`config.mk`:
```
export PLATFORM = sky130hd
export DESIGN_NAME = tcon_ctrl
export DESIGN_NICKNAME = d
export VERILOG_FILES = /design/src/hw/rtl/tcon_pkg.sv /design/src/hw/rtl/tcon_ctrl.sv
export SDC_FILE = /design/constraint.sdc
export NUM_CORES = 1
export LEC_CHECK = 0
export ABC_AREA = 1
export BUFFER_PORTS_ARGS = -buffer_cell sky130_fd_sc_hd__buf_2
export CAP_MARGIN = 20
export CORE_AREA = 2 2 39 41
export CTS_BUF_LIST = sky130_fd_sc_hd__clkbuf_4
export CTS_CLUSTER_DIAMETER = 40
export DETAILED_ROUTE_END_ITERATION = 8
export DIE_AREA = 0 0 41 43
export PLACE_DENSITY = 0.72
export SETUP_SLACK_MARGIN = 0.05
export SYNTH_ARGS = -nofsm -noshare
export SYNTH_HDL_FRONTEND = slang
export SYNTH_SLANG_ARGS = --single-unit
export TNS_END_PERCENT = 100
```
`constraint.sdc`:
```
create_clock -name i_clk -period 2.15 [get_ports i_clk]
set_input_delay 0.43 -clock i_clk [delete_from_list [all_inputs] [get_ports i_clk]]
set_output_delay 0.43 -clock i_clk [all_outputs]
set_load 0.02 [all_outputs]
```
`src/hw/rtl/tcon_pkg.sv`:
```
// ============================================================================
// tcon_pkg
// Shared types and constants of the text console with mouse cursor: item
// structs, item kind codes, controller states and controller/datapath links.
// ============================================================================
package tcon_pkg;

    // Item kinds
    typedef enum logic [1:0] {
        KIND_CHAR       = 2'd0,
        KIND_MOUSE_ON   = 2'd1,
        KIND_MOUSE_MOVE = 2'd2,
        KIND_READ       = 2'd3
    } t_kind;

    // Character codes
    localparam logic [7:0] NEWLINE_CODE = 8'h0A;
    localparam logic [7:0] SPACE_CODE   = 8'h20;

    // Mouse home position before limiting to the screen
    localparam int HOME_COL_RAW = 40;
    localparam int HOME_ROW_RAW = 12;

    // Input item
    typedef struct packed {
        logic [1:0]        kind;
        logic [7:0]        char_code;
        logic signed [7:0] move_dx;
        logic signed [7:0] move_dy;
        logic [10:0]       cell_index;
    } t_in_item;

    // Result item
    typedef struct packed {
        logic [15:0] cell_word;
        logic [6:0]  text_col;
        logic [4:0]  text_row;
        logic [6:0]  mouse_col;
        logic [4:0]  mouse_row;
    } t_out_item;

    // Controller states
    typedef enum logic [3:0] {
        ST_INIT,
        ST_IDLE,
        ST_CHAR,
        ST_CLEAR,
        ST_MHOME,
        ST_MRD_OLD,
        ST_MWR_OLD,
        ST_MRD_NEW,
        ST_MWR_NEW,
        ST_RD,
        ST_RESP
    } t_state;

    // Commands from controller to datapath
    typedef struct packed {
        logic latch;        // capture the incoming item
        logic sweep_zero;   // clear one cell to zero and advance the sweep
        logic sweep_space;  // set one character to space and advance the sweep
        logic char_put;     // write character / newline, move the text cursor
        logic attr_rd;      // read the attribute under the mouse
        logic attr_wr;      // write back the swapped attribute
        logic ptr_home;     // move the mouse to its home position
        logic ptr_step;     // add the clamped offsets to the mouse position
        logic cell_rd;      // read the addressed cell
    } t_cmd;

    // Status from datapath to controller
    typedef struct packed {
        logic sweep_last;   // sweep sits on the last cell
        logic wrap_all;     // the pending character runs off the last row
    } t_status;

endpackage

```
`src/hw/rtl/tcon_ctrl.sv`:
```
// ============================================================================
// tcon_ctrl
// Controller of the text console: sequences the clearing sweeps, the
// character write, the mouse read-modify-write passes and the cell read.
// ============================================================================
module tcon_ctrl (
    input  logic             i_clk,
    input  logic             i_rst_n,
    input  logic             start,
    input  logic [1:0]       i_kind,
    input  tcon_pkg::t_status i_status,
    output tcon_pkg::t_cmd   o_cmd,
    output logic             busy,
    output logic             o_valid
);

    tcon_pkg::t_state r_state;
    tcon_pkg::t_state n_state;

    // State register
    always_ff @(posedge i_clk) begin
        if (!i_rst_n) begin
            r_state <= tcon_pkg::ST_INIT;
        end else begin
            r_state <= n_state;
        end
    end

    // Next state
    always_comb begin
        n_state = r_state;
        unique case (r_state)
            tcon_pkg::ST_INIT: begin
                if (i_status.sweep_last) n_state = tcon_pkg::ST_IDLE;
            end
            tcon_pkg::ST_IDLE: begin
                if (start) begin
                    unique case (i_kind)
                        tcon_pkg::KIND_CHAR:       n_state = tcon_pkg::ST_CHAR;
                        tcon_pkg::KIND_MOUSE_ON:   n_state = tcon_pkg::ST_MHOME;
                        tcon_pkg::KIND_MOUSE_MOVE: n_state = tcon_pkg::ST_MRD_OLD;
                        default:                   n_state = tcon_pkg::ST_RD;
                    endcase
                end
            end
            tcon_pkg::ST_CHAR: begin
                n_state = i_status.wrap_all ? tcon_pkg::ST_CLEAR : tcon_pkg::ST_RESP;
            end
            tcon_pkg::ST_CLEAR: begin
                if (i_status.sweep_last) n_state = tcon_pkg::ST_RESP;
            end
            tcon_pkg::ST_MHOME:   n_state = tcon_pkg::ST_MRD_NEW;
            tcon_pkg::ST_MRD_OLD: n_state = tcon_pkg::ST_MWR_OLD;
            tcon_pkg::ST_MWR_OLD: n_state = tcon_pkg::ST_MRD_NEW;
            tcon_pkg::ST_MRD_NEW: n_state = tcon_pkg::ST_MWR_NEW;
            tcon_pkg::ST_MWR_NEW: n_state = tcon_pkg::ST_RESP;
            tcon_pkg::ST_RD:      n_state = tcon_pkg::ST_RESP;
            tcon_pkg::ST_RESP:    n_state = tcon_pkg::ST_IDLE;
            default:              n_state = tcon_pkg::ST_INIT;
        endcase
    end

    // Outputs
    always_comb begin
        o_cmd   = '0;
        busy    = (r_state != tcon_pkg::ST_IDLE);
        o_valid = (r_state == tcon_pkg::ST_RESP);
        unique case (r_state)
            tcon_pkg::ST_INIT:    o_cmd.sweep_zero  = 1'b1;
            tcon_pkg::ST_IDLE:    o_cmd.latch       = start;
            tcon_pkg::ST_CHAR:    o_cmd.char_put    = 1'b1;
            tcon_pkg::ST_CLEAR:   o_cmd.sweep_space = 1'b1;
            tcon_pkg::ST_MHOME:   o_cmd.ptr_home    = 1'b1;
            tcon_pkg::ST_MRD_OLD: o_cmd.attr_rd     = 1'b1;
            tcon_pkg::ST_MWR_OLD: begin
                o_cmd.attr_wr  = 1'b1;
                o_cmd.ptr_step = 1'b1;
            end
            tcon_pkg::ST_MRD_NEW: o_cmd.attr_rd     = 1'b1;
            tcon_pkg::ST_MWR_NEW: o_cmd.attr_wr     = 1'b1;
            tcon_pkg::ST_RD:      o_cmd.cell_rd     = 1'b1;
            default:              o_cmd             = '0;
        endcase
    end

endmodule

```
==> flow_results.org <==
** Worst setup path
- For the worst flop-to-flop path, the logic depth is 7.
- Crit. End Element :: output pin
- Data arrival, critical path :: 1310 ps
- Required time reported for the critical path endpoint :: 1720 ps
- Capture instance of the worst register-to-register path :: r_state[0]
- Largest fanout on the critical path :: 5
- For flop-to-flop paths, the worst setup slack is 960 ps.
- In this run the critical register-to-register path is launched from r_state[0].
- The worst setup path is launched from a flop.
- Classification of the worst setup path :: flop to output pin

** Global routing
- Global-route wire length before repair :: 1740 microns
- Across every metal layer, demand over resource in global routing totals 0.145.
- Entering global routing, the biggest net connects 8 pins.
- The number of global-route vias before repair was 457.
- Initial antenna violation count :: 0
- Final global-route overflow total :: 0

** Finish
- Register containing the most flip-flops in the final layout :: r_state
- Number of flip-flops under the largest register name :: 4
- The finished cells cover 604 sq um.
- Antenna diode instance count :: 0
- Of the cells placed in the final design, the portion with a size suffix greater than 1 is 0.380.
- From synthesis to final layout, the design area changed by 26.8%.
- Footprint of the multi-input gates :: 324 sq um
- The count of cells in the finished layout, fillers not included, comes to 116.
- Number of fill cells :: 168
- Summing all flip-flop and latch instances after layout gives 80.1 sq um.
- Top flop regs :: r_state (4)
- After the last flow step, the layout net total stands at 112.

** STA
- Setup violations remaining at the end of the flow were counted as 0.
- The final-report hold violation count is 0.
- Crit share post-route :: 0.812
- On the final layout, the worst clock skew is 2.84 ps.
- For the pin with the worst max-slew slack, the measured transition is 287 ps.
- Timing would allow up to 573 MHz.
- Headroom to the max-slew limit :: 0.808
- Total negative slack :: 0 ps
- Final slew viol count :: 0
- Period minus WS final :: 1740 ps
- Setup repair after global routing missed its margin :: false

** Outcome
- Status :: completed

** Synthesis
- Mean post-synth cell area :: 5.96 sq um
- Cell type with the highest aggregate area in the netlist :: sky130_fd_sc_hd__dfxtp_1
- The number of nets in the synthesized netlist is 90.
- Sequential-to-total area share from yosys stat :: 0.168
- Post-synthesis cell count :: 80
- Number of storage elements in the synthesis netlist :: 4
- Summing every instance area after synthesis gives 477 sq um.
- Of the post-synthesis cell area, the dominant cell type holds 0.168.
- Unique cell type count in the Yosys netlist :: 19
- Most area-consuming cells after synthesis :: sky130_fd_sc_hd__dfxtp_1 17%, sky130_fd_sc_hd__nand2_1 15%, sky130_fd_sc_hd__inv_1 11%, sky130_fd_sc_hd__nor2_1 9.4%, sky130_fd_sc_hd__nand3_2 8.4%
- Number of warning messages in the yosys log :: 0

** Run
- Max-cap viol count :: 0

** Clocking
- The clock passes through at most 2 buffers.
- TritonCTS Sinks :: 4
- CTS tree :: yes
- The number of gates resized after CTS was 0.
- Root Driver :: sky130_fd_sc_hd__clkbuf_4
- Buffers inserted to repair hold after CTS numbered 0.
- Buffers added to address setup during post-CTS repair amount to 0.
- Depth of the CTS H-tree :: 1
- Buffers inserted during clock tree synthesis total 3.
- Clk_lat worst skew :: 240 ps
- Clock-pin slew was measured on the worst setup and hold paths at 40 ps.

** Die
- Core Rows :: 14
- Floorplan die height :: 43 microns
- Starting density of the core :: 0.344
- The die is 41 microns wide.
- For this design the top-level I/O count stands at 18.
- The die covers 1760 sq um.
- Core region area :: 1380 sq um

** Drt
- Initial DRC Count :: 9
- The first detailed-routing pass took 4 iterations.
- After detailed routing, the number of remaining DRC violations is 0.
- Number of vias per cell :: 4.71
- After detailed routing, the average wire length per cell comes to 8.89 microns.
- The detail route stage leaves a number of antenna-violating nets equal to 0.
- Summed over all layers, the routed wires come to 1030 microns.
- Via count :: 546

** Hold path
- Worst hold stages :: 3
- The worst hold path begins at i_rst_n.
- Tightest Hold Check Type :: primary input to flop
- The worst hold path terminates at r_state[1].

** Placement
- HPWL after detailed placement :: 891 microns
- Count of port buffers added during placement :: 17
- After detailed placement, the design holds a cell count of 113.
- Summing all placed instances gives a cell area of 582 sq um.
- Routability cong. :: 0.838

** Pwr
- In this run the static leakage power is 0.354 nW.
- The worst-case IR drop observed on VDD is 0.000558 V.
- Dividing total power by cell area gives a power density of 1170 nW/um^2.
- Pwr Total :: 0.000709 W
==> per-stage QoR <==
stage | hold WS [ps] | setup slack (ps) | utilization
6_report | 473 | 405 | 0.437
5_1_grt | 487 | 334 | 0.437
4_1_cts | 469 | 403 | 0.437
3_5_place_dp | 602 | 660 | 0.420
3_3_place_gp | 591 | 703 | 0.420
2_1_floorplan | 540 | 572 | -
==> where the power goes <==
part	total [W]	leakage [nW]	switching, W	internal [W]
Combinational	0.000475	0.307	0.000313	0.000162
Clock	0.0000965	0.0138	0.0000339	0.0000626
Sequential	0.000137	0.0327	0.0000401	0.0000973
==> layer usage <==
metal | track usage | share of wire | up-vias
li1 | - | - | 283
met1 | 0.165 | 0.43 | 243
met2 | 0.234 | 0.50 | 18
met3 | 0.0157 | 0.053 | 2
met4 | 0.100 | 0.020 | 0
met5 | 0 | 0 | -
==> cells by family after synthesis <==
group | after synthesis | share of synthesized area
and+or+nand+nor | 49 | 0.520
buffers and inverters | 19 | 0.152
AOI/OAI and AO/OA | 5 | 0.0814
DFF | 4 | 0.168
adders and majority gates | 3 | 0.0787
==> cell usage after synthesis, drive strengths merged <==
master / instances
a211oi: 1
a21oi: 2
clkinv: 2
dfxtp: 4
ha: 3
inv: 17
nand2: 22
nand3: 9
nand4: 1
nor2: 16
o211ai: 1
o22ai: 1
or2: 1
==> cells in the final DEF, fill, tap and decap left out <==
| cell type | count |
|---|---|
| sky130_fd_sc_hd__nand2_1 | 19 |
| sky130_fd_sc_hd__buf_2 | 17 |
| sky130_fd_sc_hd__inv_1 | 14 |
| sky130_fd_sc_hd__nor2_1 | 12 |
| sky130_fd_sc_hd__nand3_1 | 5 |
| sky130_fd_sc_hd__nand3_2 | 4 |
| sky130_fd_sc_hd__dfxtp_1 | 4 |
| sky130_fd_sc_hd__nand2_2 | 3 |
| sky130_fd_sc_hd__inv_2 | 3 |
| sky130_fd_sc_hd__ha_1 | 3 |
| sky130_fd_sc_hd__clkbuf_4 | 3 |
| sky130_fd_sc_hd__nor2_4 | 2 |
| sky130_fd_sc_hd__nor2_2 | 2 |
| sky130_fd_sc_hd__a21oi_2 | 2 |
| sky130_fd_sc_hd__clkinv_2 | 1 |
| sky130_fd_sc_hd__o22ai_1 | 1 |
| sky130_fd_sc_hd__a211oi_1 | 1 |
| sky130_fd_sc_hd__o211ai_1 | 1 |
| sky130_fd_sc_hd__clkinv_1 | 1 |
| sky130_fd_sc_hd__or2_2 | 1 |
| sky130_fd_sc_hd__nand4_1 | 1 |
==> critical path: stages, from the launching register on <==
cell and delay, ps:
sky130_fd_sc_hd__dfxtp_1 440, sky130_fd_sc_hd__inv_2 90, sky130_fd_sc_hd__nor2_1 130, sky130_fd_sc_hd__inv_1 90, sky130_fd_sc_hd__o22ai_1 150, sky130_fd_sc_hd__buf_2 180
==> layout make-up <==
type                            instances  area share
Timing Repair Buffer                   17       0.141
Clock buffer                            3      0.0373
Inverter                               19       0.120
Multi-Input combinational cell         57       0.536
Sequential cell                         4       0.133
Tap cell                               16      0.0331
==> worst max path at each step <==
stage | startpoint | endpoint | slack, ps
global route | r_state[2] | o_cmd[3] | 330
CTS | r_state[2] | o_cmd[3] | 400
detailed placement | r_state[2] | o_cmd[3] | 660
finish | r_state[2] | o_cmd[3] | 410
global placement | r_state[2] | o_cmd[3] | 700
floorplan | r_state[3] | o_cmd[8] | 570
Note: power is estimated with default switching activity, not from simulation.
